### config.mk
export PLATFORM = sky130hd
export DESIGN_NAME = cookie_session_id_extractor
export DESIGN_NICKNAME = d
export VERILOG_FILES = /design/src/rtl/csid_pkg.sv /design/src/rtl/csid_ctrl.sv /design/src/rtl/csid_dp.sv /design/src/rtl/cookie_session_id_extractor.sv
export SDC_FILE = /design/constraint.sdc
export NUM_CORES = 1
export LEC_CHECK = 0
export BUFFER_PORTS_ARGS = -buffer_cell sky130_fd_sc_hd__buf_2
export CAP_MARGIN = 20
export CORE_MARGIN = 5
export CORE_UTILIZATION = 55
export DETAILED_ROUTE_END_ITERATION = 7
export PLACE_DENSITY_LB_ADDON = 0.15
export SYNTH_ARGS = -nofsm -noshare
export SYNTH_HDL_FRONTEND = slang
export SYNTH_SLANG_ARGS = --single-unit
### constraint.sdc
create_clock -name clock -period 8.47 [get_ports clock]
set_input_delay 0.847 -clock clock [delete_from_list [all_inputs] [get_ports clock]]
set_output_delay 0.847 -clock clock [all_outputs]
set_load 0.03 [all_outputs]
### src/rtl/csid_pkg.sv
// Shared types, constants and match functions for the cookie session id extractor.
package csid_pkg;

   // Longest identifier kept and the store that holds it.
   localparam int MAX_ID_LEN  = 64;
   localparam int STORE_DEPTH = 64;
   localparam int IDX_W       = $clog2(STORE_DEPTH);
   localparam int CNT_W       = $clog2(STORE_DEPTH + 1);

   // Keyword lengths and match position widths.
   localparam int COOKIE_LEN   = 7;
   localparam int KEY_LEN      = 8;
   localparam int COOKIE_POS_W = 3;
   localparam int KEY_POS_W    = 4;
   localparam int KEY_IDX_W    = 3;

   localparam logic [7:0] COOKIE_PAT [COOKIE_LEN] = '{"c", "o", "o", "k", "i", "e", ":"};
   localparam logic [7:0] KEY_PAT [KEY_LEN] = '{"s", "e", "s", "s", "_", "i", "d", "="};
   localparam logic [KEY_POS_W-1:0] KEY_FAIL [KEY_LEN] = '{
      4'd0, 4'd0, 4'd0, 4'd1, 4'd1, 4'd0, 4'd0, 4'd0};

   // Value terminators.
   localparam logic [7:0] CH_SPACE = 8'h20;
   localparam logic [7:0] CH_SEMI  = 8'h3B;
   localparam logic [7:0] CH_COMMA = 8'h2C;
   localparam logic [7:0] CH_CR    = 8'h0D;
   localparam logic [7:0] CH_LF    = 8'h0A;

   // Commands from the controller to the datapath.
   typedef struct packed {
      logic accept;
      logic rd_issue;
      logic load_run;
   } csid_cmd_type;

   // Status from the datapath to the controller.
   typedef struct packed {
      logic start_run;
      logic run_last;
      logic slot_free;
   } csid_sts_type;

   // Only A-Z are folded to lower case.
   function automatic logic [7:0] fold_case(input logic [7:0] ch);
      if (ch >= "A" && ch <= "Z") begin
         return ch + 8'd32;
      end
      return ch;
   endfunction

   function automatic logic is_terminator(input logic [7:0] ch);
      return (ch == CH_SPACE) || (ch == CH_SEMI) || (ch == CH_COMMA) ||
             (ch == CH_CR) || (ch == CH_LF);
   endfunction

   // The cookie keyword has no internal border, so a miss restarts at the first letter.
   function automatic logic [COOKIE_POS_W-1:0] cookie_step(
      input logic [COOKIE_POS_W-1:0] pos, input logic [7:0] ch);
      if (COOKIE_PAT[pos] == ch) begin
         return pos + 1'b1;
      end
      if (COOKIE_PAT[0] == ch) begin
         return COOKIE_POS_W'(1);
      end
      return '0;
   endfunction

   // The key keyword falls back along its borders; the chain is at most three steps.
   function automatic logic [KEY_POS_W-1:0] key_step(
      input logic [KEY_POS_W-1:0] pos, input logic [7:0] ch);
      logic [KEY_POS_W-1:0] p;
      logic [KEY_POS_W-1:0] r;
      logic                 done;
      p    = pos;
      r    = '0;
      done = 1'b0;
      for (int i = 0; i < 3; i++) begin
         if (!done) begin
            if (KEY_PAT[p[KEY_IDX_W-1:0]] == ch) begin
               r    = p + 1'b1;
               done = 1'b1;
            end else if (p == '0) begin
               done = 1'b1;
            end else begin
               p = KEY_FAIL[p[KEY_IDX_W-1:0]];
            end
         end
      end
      return r;
   endfunction

endpackage

### src/rtl/csid_ctrl.sv
// Controller that sequences byte intake and the read-out of an identifier run.
module csid_ctrl (
   input  logic                  clock,
   input  logic                  reset,
   input  logic                  req_valid,
   output logic                  req_ready,
   input  csid_pkg::csid_sts_type sts,
   output csid_pkg::csid_cmd_type cmd
);

   typedef enum logic [1:0] {
      ST_SCAN,
      ST_READ,
      ST_LOAD
   } state_type;

   state_type state_ff;

   // Bytes are taken only while scanning and the output slot can take a result.
   always_comb begin
      req_ready    = (state_ff == ST_SCAN) && sts.slot_free;
      cmd.accept   = req_ready && req_valid;
      cmd.rd_issue = (state_ff == ST_READ);
      cmd.load_run = (state_ff == ST_LOAD) && sts.slot_free;
   end

   // State register.
   always_ff @(posedge clock) begin
      if (reset) begin
         state_ff <= ST_SCAN;
      end else begin
         unique case (state_ff)
            ST_SCAN: begin
               if (cmd.accept && sts.start_run) begin
                  state_ff <= ST_READ;
               end
            end
            ST_READ: begin
               state_ff <= ST_LOAD;
            end
            ST_LOAD: begin
               if (sts.slot_free) begin
                  state_ff <= sts.run_last ? ST_SCAN : ST_READ;
               end
            end
            default: begin
               state_ff <= ST_SCAN;
            end
         endcase
      end
   end

endmodule

### src/rtl/csid_dp.sv
// Datapath: keyword matchers, value store, run counters and the output register.
module csid_dp (
   input  logic                   clock,
   input  logic                   reset,
   input  logic [7:0]             req_header_byte,
   input  logic                   req_end_of_header,
   output logic [7:0]             rsp_id_byte,
   output logic                   rsp_found,
   output logic                   rsp_last_of_run,
   output logic                   rsp_valid,
   input  logic                   rsp_ready,
   input  csid_pkg::csid_cmd_type cmd,
   output csid_pkg::csid_sts_type sts
);

   typedef enum logic [1:0] {
      PH_COOKIE,
      PH_KEY,
      PH_VALUE,
      PH_DONE
   } phase_type;

   phase_type                           phase_ff, phase_in;
   logic [csid_pkg::COOKIE_POS_W-1:0]   cookie_pos_ff, cookie_pos_in;
   logic [csid_pkg::KEY_POS_W-1:0]      key_pos_ff, key_pos_in;
   logic [csid_pkg::CNT_W-1:0]          count_ff, count_in;
   logic [csid_pkg::CNT_W-1:0]          run_len_ff;
   logic [csid_pkg::CNT_W-1:0]          rd_idx_ff;
   logic [7:0]                          rd_data_ff;
   logic [7:0]                          store_mem [csid_pkg::STORE_DEPTH];
   logic                                rsp_valid_ff;
   logic [7:0]                          id_byte_ff;
   logic                                found_ff;
   logic                                last_ff;

   logic [7:0]                          lc;
   logic                                term;
   logic [csid_pkg::COOKIE_POS_W-1:0]   cookie_next;
   logic [csid_pkg::KEY_POS_W-1:0]      key_next;
   logic                                single;
   logic                                start_run;
   logic                                wr_en;
   logic                                load_single;

   assign lc          = csid_pkg::fold_case(req_header_byte);
   assign term        = csid_pkg::is_terminator(req_header_byte);
   assign cookie_next = csid_pkg::cookie_step(cookie_pos_ff, lc);
   assign key_next    = csid_pkg::key_step(key_pos_ff, lc);

   // Parser step for the byte on the request port.
   always_comb begin
      phase_in      = phase_ff;
      cookie_pos_in = cookie_pos_ff;
      key_pos_in    = key_pos_ff;
      count_in      = count_ff;
      single        = 1'b0;
      start_run     = 1'b0;
      wr_en         = 1'b0;
      unique case (phase_ff)
         PH_COOKIE: begin
            if (cookie_next == csid_pkg::COOKIE_POS_W'(csid_pkg::COOKIE_LEN)) begin
               cookie_pos_in = '0;
               phase_in      = PH_KEY;
            end else begin
               cookie_pos_in = cookie_next;
            end
         end
         PH_KEY: begin
            if (key_next == csid_pkg::KEY_POS_W'(csid_pkg::KEY_LEN)) begin
               key_pos_in = '0;
               count_in   = '0;
               phase_in   = PH_VALUE;
            end else begin
               key_pos_in = key_next;
            end
         end
         PH_VALUE: begin
            if (term) begin
               if (count_ff == '0) begin
                  single = 1'b1;
               end else begin
                  start_run = 1'b1;
               end
               phase_in = PH_DONE;
            end else if (count_ff < csid_pkg::CNT_W'(csid_pkg::MAX_ID_LEN)) begin
               wr_en    = 1'b1;
               count_in = count_ff + 1'b1;
            end
         end
         PH_DONE: begin
         end
         default: begin
         end
      endcase
      // The final byte reports a miss if nothing was given yet, then rearms.
      if (req_end_of_header) begin
         if (phase_in != PH_DONE) begin
            single = 1'b1;
         end
         phase_in      = PH_COOKIE;
         cookie_pos_in = '0;
         key_pos_in    = '0;
         count_in      = '0;
      end
   end

   assign load_single   = cmd.accept && single;
   assign sts.start_run = start_run;
   assign sts.run_last  = (rd_idx_ff == run_len_ff - 1'b1);
   assign sts.slot_free = !rsp_valid_ff || rsp_ready;

   // Parser state.
   always_ff @(posedge clock) begin
      if (reset) begin
         phase_ff      <= PH_COOKIE;
         cookie_pos_ff <= '0;
         key_pos_ff    <= '0;
         count_ff      <= '0;
      end else if (cmd.accept) begin
         phase_ff      <= phase_in;
         cookie_pos_ff <= cookie_pos_in;
         key_pos_ff    <= key_pos_in;
         count_ff      <= count_in;
      end
   end

   // Value store, written while collecting and read back during a run.
   always_ff @(posedge clock) begin
      if (cmd.accept && wr_en) begin
         store_mem[count_ff[csid_pkg::IDX_W-1:0]] <= req_header_byte;
      end
      if (cmd.rd_issue) begin
         rd_data_ff <= store_mem[rd_idx_ff[csid_pkg::IDX_W-1:0]];
      end
   end

   // Run length and read pointer.
   always_ff @(posedge clock) begin
      if (reset) begin
         run_len_ff <= '0;
         rd_idx_ff  <= '0;
      end else if (cmd.accept && start_run) begin
         run_len_ff <= count_ff;
         rd_idx_ff  <= '0;
      end else if (cmd.load_run) begin
         rd_idx_ff <= rd_idx_ff + 1'b1;
      end
   end

   // Output register.
   always_ff @(posedge clock) begin
      if (reset) begin
         rsp_valid_ff <= 1'b0;
      end else if (load_single || cmd.load_run) begin
         rsp_valid_ff <= 1'b1;
      end else if (rsp_ready) begin
         rsp_valid_ff <= 1'b0;
      end
      if (load_single) begin
         id_byte_ff <= '0;
         found_ff   <= 1'b0;
         last_ff    <= 1'b1;
      end else if (cmd.load_run) begin
         id_byte_ff <= rd_data_ff;
         found_ff   <= 1'b1;
         last_ff    <= sts.run_last;
      end
   end

   assign rsp_valid       = rsp_valid_ff;
   assign rsp_id_byte     = id_byte_ff;
   assign rsp_found       = found_ff;
   assign rsp_last_of_run = last_ff;

endmodule

### src/rtl/cookie_session_id_extractor.sv
// Top level of the cookie session id extractor: controller, datapath and checks.
// Scanning takes one header byte per cycle while the output slot can take a result.
// A miss result appears in the output register in the cycle after its byte is taken.
// An identifier is read from the value store byte by byte, a read state then a load state
// per byte; a load waits for a free output slot, and no header byte is taken meanwhile.
// Synchronous active-high reset clears the parser, the run counters and the output valid.
module cookie_session_id_extractor (
   input  logic       clock,
   input  logic       reset,
   input  logic       req_valid,
   output logic       req_ready,
   input  logic [7:0] req_header_byte,
   input  logic       req_end_of_header,
   output logic       rsp_valid,
   input  logic       rsp_ready,
   output logic [7:0] rsp_id_byte,
   output logic       rsp_found,
   output logic       rsp_last_of_run
);

   csid_pkg::csid_cmd_type cmd;
   csid_pkg::csid_sts_type sts;

   // Sequencer.
   csid_ctrl u_ctrl (
      .clock     (clock),
      .reset     (reset),
      .req_valid (req_valid),
      .req_ready (req_ready),
      .sts       (sts),
      .cmd       (cmd)
   );

   // Parser, store and output register.
   csid_dp u_dp (
      .clock             (clock),
      .reset             (reset),
      .req_header_byte   (req_header_byte),
      .req_end_of_header (req_end_of_header),
      .rsp_id_byte       (rsp_id_byte),
      .rsp_found         (rsp_found),
      .rsp_last_of_run   (rsp_last_of_run),
      .rsp_valid         (rsp_valid),
      .rsp_ready         (rsp_ready),
      .cmd               (cmd),
      .sts               (sts)
   );

`ifndef SYNTHESIS
   // A miss result is always a lone, zeroed, final result.
   assert property (@(posedge clock) disable iff (reset)
      (rsp_valid && !rsp_found) |-> (rsp_last_of_run && rsp_id_byte == 8'd0))
      else $error("miss result is not a zeroed final result");

   // A request that starts a run stops intake in the next cycle.
   assert property (@(posedge clock) disable iff (reset)
      (cmd.accept && sts.start_run) |=> !req_ready)
      else $error("intake continued after a run started");

   // The datapath is never asked to read the store while taking a request.
   assert property (@(posedge clock) disable iff (reset)
      !(cmd.accept && (cmd.rd_issue || cmd.load_run)))
      else $error("request taken during a run");
`endif

endmodule
[After elaboration in Yosys (flattened, before gate mapping)]
Memory sizes are Yosys's and may differ from the RTL's. A register that Yosys moved wholly into a read port is not among the register bits.
Cells that the tools add are included.
Word-level totals
  RAM bits: 512
  memories: 7
  output and inout port bits: 12
  input port bits: 13
  word-level logic and storage cells: 160
  flip-flop bits (word level): 43
  memory bits (read-only): 320
Cells by class
  $lt $le $gt $ge: 7
  equal/unequal tests: 23
  bitwise gates (word level): 4
  reduce and logical (&&, ||, !) cells: 28
  mux-type cells: 72
  add/sub/neg operators: 8
Memories
  u_dp.store_mem: depth 64, width 8, read ports 1, clocked after memory_dff 1, write ports 1, RTL line csid_dp.sv:30  | logic [7:0] store_mem [csid_pkg::STORE_DEPTH];
  (name not given): depth 8, width 8, read ports 1, clocked after memory_dff 0, write ports 0, RTL line csid_pkg.sv:79  | if (KEY_PAT[p[KEY_IDX_W-1:0]] == ch) begin
  (name not given): depth 8, width 8, read ports 1, clocked after memory_dff 0, write ports 0, RTL line csid_pkg.sv:59  | if (COOKIE_PAT[pos] == ch) begin
  (name not given): depth 8, width 8, read ports 1, clocked after memory_dff 0, write ports 0, RTL line csid_pkg.sv:79
  (name not given): depth 8, width 8, read ports 1, clocked after memory_dff 0, write ports 0, RTL line csid_pkg.sv:79
  (name not given): depth 8, width 4, read ports 1, clocked after memory_dff 0, write ports 0, RTL line csid_pkg.sv:85  | p = KEY_FAIL[p[KEY_IDX_W-1:0]];
  +1 memories
Operators with widths (number)
  8-bit 2-to-1 mux: 10
  4-bit 2-to-1 mux: 17
  8-bit equality test: 4
  7-bit 2-to-1 mux: 4
  1-bit 2-to-1 mux: 25
  8-bit by 6-bit equality test with 1-bit output, second input constant: 3
  3-bit 2-to-1 mux: 7
  8-bit by 4-bit equality test with 1-bit output, second input constant: 2
  4-bit >= comparator, second input constant: 4
  3-bit inverter with 4-bit output: 4
  7-bit by 1-bit adder with 7-bit output, second input constant: 2
  7-bit one-hot mux with 2 select lines: 1
  4-bit by 1-bit adder with 4-bit output, second input constant: 3
  2-bit 2-to-1 mux: 6
  2-bit one-hot mux with 3 select lines: 2
  8-bit by 6-bit adder with 8-bit output, second input constant: 1
  7-bit by 8-bit equality test with 1-bit output, first input constant: 1
  8-bit by 7-bit >= comparator with 1-bit output, second input constant: 1
  8-bit by 7-bit <= comparator with 1-bit output, second input constant: 1
  4-bit zero test: 2
  7-bit equality test: 1
  1-bit logical AND: 7
  7-bit zero test: 1
  7-bit < comparator, second input constant: 1
  other kinds (18): 32

[Depth between registers and ports, before layout]
Gate-level depths: netlist of run 1.
  word-level depth: 29
  gate-level depth with buffers: 27
  depth with buffers taken out: 25

[Modules after synthesis]
From an unflattened synthesis of run 1, not the netlist that was laid out.
Unflattened totals
  cells, all modules: 1300
  area, all modules: 23618.9 um^2
Modules (own cells, without submodules)
  csid_dp: cells an instance 1287, area an instance 23491.3 um^2, instances 1, seq. area each 16435.8 um^2
  csid_ctrl: cells an instance 13, area an instance 127.6 um^2, instances 1, seq. area each 40.0 um^2

[Worst setup path before layout of run 1]
Ideal clock, no wire load.
  kind: input to register
  start: in req_header_byte[5]
  end: reg u_dp.key_pos_ff[0] (netlist name)
  buffers on the path: 0
  library setup time: 0.086 ns
  data arrival time: 5.614 ns
  path slack: 2.769 ns
  data required time: 8.384 ns
  cell stages on the path: 22
  cells stage by stage: ha_1 o31a_1 a31o_2 o211ai_1 and4_1 a21oi_1 a21oi_1 inv_1 ha_1 nand2b_1 a2111oi_1 nor2_1 or3_4 nand2_1 mux2_2 ha_1 o21ai_0 nand4_1 a2bb2oi_1 a2111oi_2 nand4_1 a221oi_2
On the way
  word-level cells in the longest chain between the ends: 24
  elaborated cells between the ends (all ways): 41
  classes of those cells: add/sub (3); order compare (2); eq/ne (4); mux (25); bitwise (2); reduce/logical (2); memory (3)
RTL lines
  from (decl): RTL line cookie_session_id_extractor.sv:12  | input logic [7:0] req_header_byte,
  8-bit by 7-bit >= comparator with 1-bit output / 8-bit by 7-bit <= comparator with 1-bit output (equally long branches): RTL line csid_pkg.sv:45  | if (ch >= "A" && ch <= "Z") begin
  1-bit logical AND: RTL line csid_pkg.sv:45
  1-bit 2-to-1 mux: RTL line csid_pkg.sv:45
  8-bit 2-to-1 mux *: RTL line csid_pkg.sv:48  | return ch;
  8-bit equality test: RTL line csid_pkg.sv:79
  4-bit 2-to-1 mux: RTL line csid_pkg.sv:79
  3-bit inverter with 4-bit output (implied by the code): RTL line csid_pkg.sv:79, csid_pkg.sv:85
  memory 8 x 8 bit / memory 8 x 4 bit (equally long branches)
  [... 7 more ...]
  8-bit 2-to-1 mux (implied by the code) (2 in series): RTL line csid_pkg.sv:79
  8-bit equality test: RTL line csid_pkg.sv:79
  4-bit 2-to-1 mux: RTL line csid_pkg.sv:79
  4-bit 2-to-1 mux *: RTL line csid_pkg.sv:78  | if (!done) begin
  4-bit equality test: RTL line csid_dp.sv:69  | if (key_next == csid_pkg::KEY_POS_W'(csid_pkg::KEY_LEN)) begin
  4-bit 2-to-1 mux *: RTL line csid_dp.sv:69
  4-bit 2-to-1 mux *: RTL line csid_dp.sv:59  | unique case (phase_ff)
  4-bit 2-to-1 mux *: RTL line csid_dp.sv:96  | if (req_end_of_header) begin
  to (signal assigned): RTL line csid_dp.sv:122  | key_pos_ff <= key_pos_in;
  to (decl): RTL line csid_dp.sv:25  | logic [csid_pkg::KEY_POS_W-1:0] key_pos_ff, key_pos_in;
Mark *: on every way between the ends. The rest lies on a longest branch, timed or not. The select of a mux whose other input is x is not followed.
A chain may end at the register's enable or synchronous reset.

[Final worst setup path of run 1]
  start: reg u_dp.key_pos_ff[1] (netlist name)
  end: reg u_dp.key_pos_ff[0] (netlist name)
On the way
  word-level cells in the longest chain between the ends: 24
  elaborated cells between the ends (all ways): 45
  classes of those cells: add/sub (3); eq/ne (4); mux (28); bitwise (3); reduce/logical (2); memory (5)
RTL lines (RTL line)
  3-bit inverter with 4-bit output (implied by the code): csid_pkg.sv:79, csid_pkg.sv:85
  memory 8 x 8 bit / memory 8 x 4 bit (equally long branches)
  8-bit 2-to-1 mux (implied by the code) / 4-bit 2-to-1 mux (equally long branches) (2 in series): csid_pkg.sv:79, csid_pkg.sv:85
  8-bit equality test / 4-bit 2-to-1 mux (equally long branches): csid_pkg.sv:79, csid_pkg.sv:82
  4-bit 2-to-1 mux: csid_pkg.sv:79
  3-bit inverter with 4-bit output (implied by the code): csid_pkg.sv:79, csid_pkg.sv:85
  memory 8 x 8 bit / memory 8 x 4 bit (equally long branches)
  8-bit 2-to-1 mux (implied by the code) / 4-bit 2-to-1 mux (equally long branches) (2 in series): csid_pkg.sv:79, csid_pkg.sv:85
  [... 5 more ...]
  8-bit 2-to-1 mux (implied by the code) (2 in series): csid_pkg.sv:79
  8-bit equality test: csid_pkg.sv:79
  4-bit 2-to-1 mux: csid_pkg.sv:79
  4-bit 2-to-1 mux *: csid_pkg.sv:78
  4-bit equality test: csid_dp.sv:69
  4-bit 2-to-1 mux *: csid_dp.sv:69
  4-bit 2-to-1 mux *: csid_dp.sv:59
  4-bit 2-to-1 mux *: csid_dp.sv:96
Marked as above.

==> results.py, run 1 <==
metrics = {
    "status": {
        "outcome": "finished clean",
    },
    "critical_path": {
        "cp-start-kind": "flop",
        "cp.required_ps": 8990,
        "endpoint_kind": "flop",
        "r2r_slack_ps": 2000,
        "startpoint": "u_dp.key_pos_ff[1]$_SDFFE_PP0P_",
        "crit_path_end": "u_dp.key_pos_ff[0]$_SDFFE_PP0P_",
        "crit_fanout": 10,
        "reg2reg_to": "u_dp.key_pos_ff[0]$_SDFFE_PP0P_",
        "cp_data_arrival_time_ps": 6990,
        "r2r_start": "u_dp.key_pos_ff[1]$_SDFFE_PP0P_",
        "reg2reg_depth": 23,
        "critical_path_class": "reg2reg",
    },
    "power": {
        "power_leakage_nw": 7.843,
        "p_switching_mw": 1.115,
        "power-per-cell-area_mw_per_mm2": 213.1,
        "power_mw": 5.521,
        "comb_power_share_pct": 1.7,
        "vdd_ir_drop_max_mv": 0.1915,
        "p_sw_share_pct": 20.19,
        "clkPwrFrac_pct": 43.4,
        "p_int_mw": 4.406,
        "seq_power_share_pct": 54.9,
    },
    "drt": {
        "wl_per_cell_um": 26.98,
        "ant_nets": 0,
        "first_pass_iters": 5,
        "vias": 11879,
        "routed_wl_um": 51110,
        "met1_length_um": 21780,
        "maxUsedRoutingLayer": "met4",
        "drt_iter0_markers": 1275,
        "wl_met3_um": 3070,
        "dr_wl_met2_um": 24980,
        "vias_per_cell": 6.272,
        "route.detailed.drc": 0,
    },
    "floorplan": {
        "die_x_um": 216.8,
        "die_h_um": 216.8,
        "rows": 75,
        "num_io_pins": 25,
        "core-area_mm2": 0.04213,
        "start_util_pct": 55.81,
        "dieArea_mm2": 0.04699,
    },
    "yosys": {
        "synth_ff_type": "edfxtp_1",
        "syn_avg_cell_area_um2": 18.31,
        "ys_seq_elements": 563,
        "seq_area_frac_synth_pct": 70.06,
        "yosys_warnings": 0,
        "syn-cell-area_mm2": 0.02352,
        "synth-edff-count": 520,
        "async_flop_share_pct": 0,
        "syn_inst": 1284,
        "synth_nets": 1324,
        "ys_types": 74,
    },
    "clock_tree": {
        "cts_tree": "done",
        "path_clk_slew_ps": 60,
        "htree_levels": 2,
        "clkSinkCount": 563,
        "cts_root_buf": "clkbuf_16",
        "clock_latency_ps": 620,
        "post_cts_buffers": 0,
        "cts_buffers": 54,
        "cts_resized": 0,
        "cts_buffer_depth": 3,
        "hold_buffers": 0,
    },
    "global_routing": {
        "overflow": 0,
        "grt_pass1_vias": 12039,
        "gr-usage-all-layers_pct": 22.09,
        "grt_pass1_wl_um": 77500,
        "antenna_found_initial": 4,
        "grt_max_degree": 72,
    },
    "sta": {
        "finalHoldViolations": 0,
        "rsz0062_at_grt": "no",
        "finalSetupTns_ps": 0,
        "fin_crit_sh_pct": 76.40,
        "worst_pin_slew_ps": 1094,
        "setup_ws_ps": 1999,
        "setup_viol": 0,
        "min_period_ps": 6471,
        "max_clock_freq_ghz": 0.1545,
        "skew_ps": 14.92,
        "drv_slew": 0,
        "relSlewSlack_pct": 26.81,
    },
    "placed_design": {
        "place_congestion": 0.8095,
        "placed_area_mm2": 0.02414,
        "dp_slack_ps": 1461,
        "portBuffers": 24,
        "place_hpwl_um": 31880,
    },
    "finish": {
        "fin_area_mm2": 0.02590,
        "synthToLayoutAreaGrowth_pct": 10.16,
        "fill_cells": 2985,
        "drive_gt1_share_pct": 23.34,
        "fin_nets": 1351,
    },
    "worst_hold_path": {
        "hp-class": "reg2reg",
    },
    "run": {
        "drv_cap": 0,
    },
}
## registers in the layout, indices dropped and copies added, names as in the netlist
signal                flops
u_dp.rsp_id_byte          8
u_dp.cookie_pos_ff        3
u_dp.run_len_ff           7
u_ctrl.state_ff           2
u_dp.store_mem          512
u_dp.rsp_found            1
u_dp.rsp_last_of_run      1
u_dp.count_ff             7
u_dp.rd_idx_ff            7
u_dp.rsp_valid            1
u_dp.key_pos_ff           4
u_dp.phase_ff             2
u_dp.rd_data_ff           8
## power groups by stage
stage               sequential (mW)  clock (mW)  combinational (mW)
finish                         3.03        2.39              0.0943
global route                   3.03        2.56               0.104
global placement               3.09           0              0.0929
floorplan                      3.09           0              0.0366
CTS                            3.03        2.43              0.0955
detailed placement             3.09           0              0.0954
## synthesized netlist by cell type (5+ instances only)
cell type	instances	area, um^2
xnor2_1	14	122.6
nor2b_1	11	68.82
nor4_1	7	43.79
nand3_1	18	90.09
nor3_1	11	55.05
a21oi_1	35	175.2
inv_1	21	78.83
a32oi_1	6	52.55
buf_1	17	63.81
nand2b_1	15	93.84
mux2i_1	7	70.07
nand4_1	9	56.30
xor2_1	11	96.34
o31ai_1	6	45.04
a31oi_1	5	31.28
ha_1	27	337.8
o21ai_0	21	105.1
clkbuf_1	43	161.4
or3_1	5	31.28
nor2_1	114	427.9
o22ai_1	5	31.28
mux4_2	168	3784
dfxtp_1	43	860.8
nand2_1	54	202.7
edfxtp_1	520	15610
and3_1	5	31.28
## worst max-delay path: stages, from the launching register on
cell and delay [ps]:
dfxtp_1 600, inv_1 250, ha_1 250, nand2b_1 150, and3_1 230, nor4_4 350
and3_1 370, a21oi_1 130, a21oi_1 390, inv_1 210, ha_1 380, nand2b_1 160
a2111oi_1 350, nor2_1 100, or3_4 410, nand2_1 120, mux2i_1 390, ha_1 230
xnor2_1 120, nand4_1 130, a2bb2oi_1 160, a2111oi_2 440, nand4_1 170, a221oi_2 300
## cells by family after synthesis
| group | count (synthesis) | synth area share (%) |
|---|---|---|
| DFF | 563 | 70.06 |
| and+or+nand+nor | 282 | 5.917 |
| muxes | 181 | 16.70 |
| AOI/OAI and AO/OA | 117 | 3.358 |
| buffers and inverters | 89 | 1.591 |
| adders and majority gates | 27 | 1.437 |
| xor gates and xnor gates | 25 | 0.9311 |
## stage by stage
step	util (%)	hold WS (ps)	std cells
after floorplan	-	471.1	1284
after global placement	57.29	445.4	1794
after detailed placement	57.29	446.6	1794
after CTS	61.47	451.9	1893
after global routing	61.47	488.2	1893
final	61.48	453.6	1894
## cell usage in the layout, fill, tap and decap left out, types with 21 or more instances in the layout
cell	Yosys	layout
clkbuf_16	0	54
a21oi_1	35	35
ha_1	27	27
mux4_2	168	168
dfxtp_1	43	39
buf_2	2	24
inv_1	21	21
o21ai_0	21	21
edfxtp_1	520	520
nand2_1	54	54
nor2_1	114	114
## area by class of cell
cell class | instances | area [um^2] | share of cell area [%]
antenna | 1 | 2.502 | 0.009660
inverter | 21 | 78.83 | 0.3043
tap | 539 | 674.4 | 2.603
sequential | 563 | 16490 | 63.64
clock buffer | 71 | 1475 | 5.695
clock inverter | 28 | 289.0 | 1.116
timing repair buffer | 39 | 232.7 | 0.8984
multi-input combinational | 632 | 6665 | 25.73
## how the worst min path moves through the flow
stage / from / cells past startpoint / endpoint
final: u_dp.rsp_id_byte[7]$_SDFFE_PP0P_ / 2 / u_dp.rsp_id_byte[7]$_SDFFE_PP0P_
after global routing: u_dp.rsp_id_byte[0]$_SDFFE_PP0P_ / 2 / u_dp.rsp_id_byte[0]$_SDFFE_PP0P_
after CTS: u_dp.rsp_id_byte[7]$_SDFFE_PP0P_ / 2 / u_dp.rsp_id_byte[7]$_SDFFE_PP0P_
after detailed placement: u_dp.rsp_id_byte[7]$_SDFFE_PP0P_ / 2 / u_dp.rsp_id_byte[7]$_SDFFE_PP0P_
after global placement: u_dp.rsp_id_byte[2]$_SDFFE_PP0P_ / 2 / u_dp.rsp_id_byte[2]$_SDFFE_PP0P_
after floorplan: u_ctrl.state_ff[1]$_SDFFE_PP0P_ / 1 / u_ctrl.state_ff[0]$_SDFFE_PP0P_
## per-layer routing
metal	vias up	global-route usage [%]
met5	-	0
met4	0	5.978
met3	78	3.585
met2	364	35.49
met1	6181	32.27
li1	5256	-
Power figures use the tool's default switching activity.
==> inputs of run 2 (changes only) <==
==> constraint.sdc (replaced) <==
create_clock -name clock -period 6.26 [get_ports clock]
set_input_delay 0.626 -clock clock [delete_from_list [all_inputs] [get_ports clock]]
set_output_delay 0.626 -clock clock [all_outputs]
set_load 0.03 [all_outputs]
==> results.py, run 2 (synthesis results as in run 1) <==
metrics = {
    "global_routing": {
        "grt_pass1_wl_um": 77550,
        "overflow": 0,
        "grt_pass1_vias": 12102,
        "grt_max_degree": 76,
        "antenna_found_initial": 4,
        "gr-usage-all-layers_pct": 22.10,
    },
    "critical_path": {
        "cp_data_arrival_time_ps": 6010,
        "endpoint_kind": "flop",
        "cp-start-kind": "flop",
        "critical_path_class": "reg2reg",
        "crit_fanout": 12,
        "cp.required_ps": 6780,
    },
    "placed_design": {
        "place_congestion": 0.8268,
        "portBuffers": 24,
        "place_hpwl_um": 31460,
        "dp_cells": 1804,
        "placed_area_mm2": 0.02424,
    },
    "power": {
        "clkPwrFrac_pct": 42.6,
        "comb_power_share_pct": 1.7,
        "power-per-cell-area_mw_per_mm2": 284.3,
        "seq_power_share_pct": 55.6,
        "p_sw_share_pct": 19.69,
        "p_switching_mw": 1.452,
        "p_int_mw": 5.923,
        "power_leakage_nw": 7.864,
        "vdd_ir_drop_max_mv": 0.2403,
    },
    "sta": {
        "min_period_ps": 5490,
        "max_clock_freq_ghz": 0.1822,
        "whs_ps": 388.6,
        "finalHoldViolations": 0,
        "setup_viol": 0,
        "worst_pin_slew_ps": 985.5,
        "drv_slew": 0,
        "skew_ps": 17.92,
        "rsz0062_at_grt": "no",
        "fin_crit_sh_pct": 87.70,
        "relSlewSlack_pct": 34.06,
        "finalSetupTns_ps": 0,
    },
    "clock_tree": {
        "cts_buffers": 56,
        "clkSinkCount": 563,
        "post_cts_buffers": 0,
        "cts_buffer_depth": 3,
        "htree_levels": 2,
        "cts_root_buf": "clkbuf_16",
        "cts_resized": 0,
        "hold_buffers": 0,
        "cts_tree": "done",
        "path_clk_slew_ps": 60,
        "clock_latency_ps": 600,
    },
    "finish": {
        "largest_register_ffs": 512,
        "drive_gt1_share_pct": 23.28,
        "final_cell_mix": "520 x edfxtp_1, 168 x mux4_2, 114 x nor2_1",
        "layout.cells.non_filler": 1906,
        "fill_cells": 3004,
        "fin_util_pct": 61.56,
        "synthToLayoutAreaGrowth_pct": 10.31,
        "fin_nets": 1363,
        "final_common_cell": "edfxtp_1",
        "fin_area_mm2": 0.02594,
    },
    "floorplan": {
        "dieArea_mm2": 0.04699,
        "die_h_um": 216.8,
        "die_x_um": 216.8,
        "rows": 75,
        "core-area_mm2": 0.04213,
        "num_io_pins": 25,
        "start_util_pct": 55.81,
    },
    "drt": {
        "vias_per_cell": 6.305,
        "ant_nets": 0,
        "wl_per_cell_um": 26.75,
        "routed_wl_um": 50980,
        "route.detailed.drc": 0,
        "vias": 12018,
        "drt_iter0_markers": 1127,
        "first_pass_iters": 5,
    },
    "status": {
        "outcome": "finished clean",
    },
    "worst_hold_path": {
        "hp-class": "in2reg",
    },
    "run": {
        "drv_cap": 0,
    },
}
-- run 2: changes by cell type in the layout (fill, tap and decap cells not counted), sizes merged --
cell and change:
buf +10, bufinv -2, clkbuf +13, clkinv -8
clkinvlp -1
-- run 2: path summary, 6_finish.rpt --
| kind | startpoint | endpoint | slack (ps) | cells after the start |
|---|---|---|---|---|
| max | u_dp.key_pos_ff[0]$_SDFFE_PP0P_ | u_dp.key_pos_ff[0]$_SDFFE_PP0P_ | 770 | 21 |
| min | req_header_byte[3] | u_dp.store_mem[58][3]$_DFFE_PP_ | 390 | 1 |
| max reg2reg | u_dp.key_pos_ff[0]$_SDFFE_PP0P_ | u_dp.key_pos_ff[0]$_SDFFE_PP0P_ | 770 | 21 |
| min reg2reg | u_dp.rsp_id_byte[5]$_SDFFE_PP0P_ | u_dp.rsp_id_byte[5]$_SDFFE_PP0P_ | 450 | 2 |
-- run 2: power by group through the flow --
stage	logic (mW)	registers, mW	clock network, mW
finish	0.128	4.10	3.14
global route	0.140	4.10	3.36
CTS	0.128	4.10	3.19
detailed placement	0.128	4.18	0
global placement	0.123	4.18	0
floorplan	0.0495	4.19	0
-- run 2: layout make-up --
type                    count  area, um^2  share of cell area [%]
flip-flops and latches    563       16490                   63.56
multi-input cells         632        6665                   25.70
clock buffers              84        1558                   6.005
well taps                 539       674.4                   2.600
repair buffers             49       332.8                   1.283
clock inverters            17       141.4                  0.5451
inverters                  21       78.83                  0.3039
diodes                      1       2.502                0.009647
-- run 2: worst max-delay path: stages (launching register included) --
cell       delay [ps]
dfxtp_1           310
buf_4             180
ha_1              210
nand2b_1          160
and3_1            220
nor4_4            360
and3_1            230
a21oi_1            80
a21oi_1           160
inv_1             140
ha_1              360
nand2b_1          160
a2111oi_1         340
nor2_1            100
or3_4             410
nand2_1           120
mux2i_1           380
ha_1              330
mux2_4            290
a2111oi_2         410
nand4_1           170
a221oi_2          280
-- run 2: routing by layer --
| metal | track usage (%) | vias up | routed length, um |
|---|---|---|---|
| met5 | 0 | - | 0 |
| met4 | 6.551 | 0 | 1392 |
| met3 | 4.016 | 86 | 3045 |
| met2 | 35.01 | 354 | 24690 |
| met1 | 32.17 | 6299 | 21860 |
| li1 | - | 5279 | - |
-- run 2: metrics by stage --
stage          total power, mW  setup WS (ps)
3_5_place_dp             4.311          362.2
4_1_cts                  7.422          764.3
3_3_place_gp             4.307          389.6
2_1_floorplan            4.235          780.2
5_1_grt                  7.604          363.2
6_report                 7.375          770.1
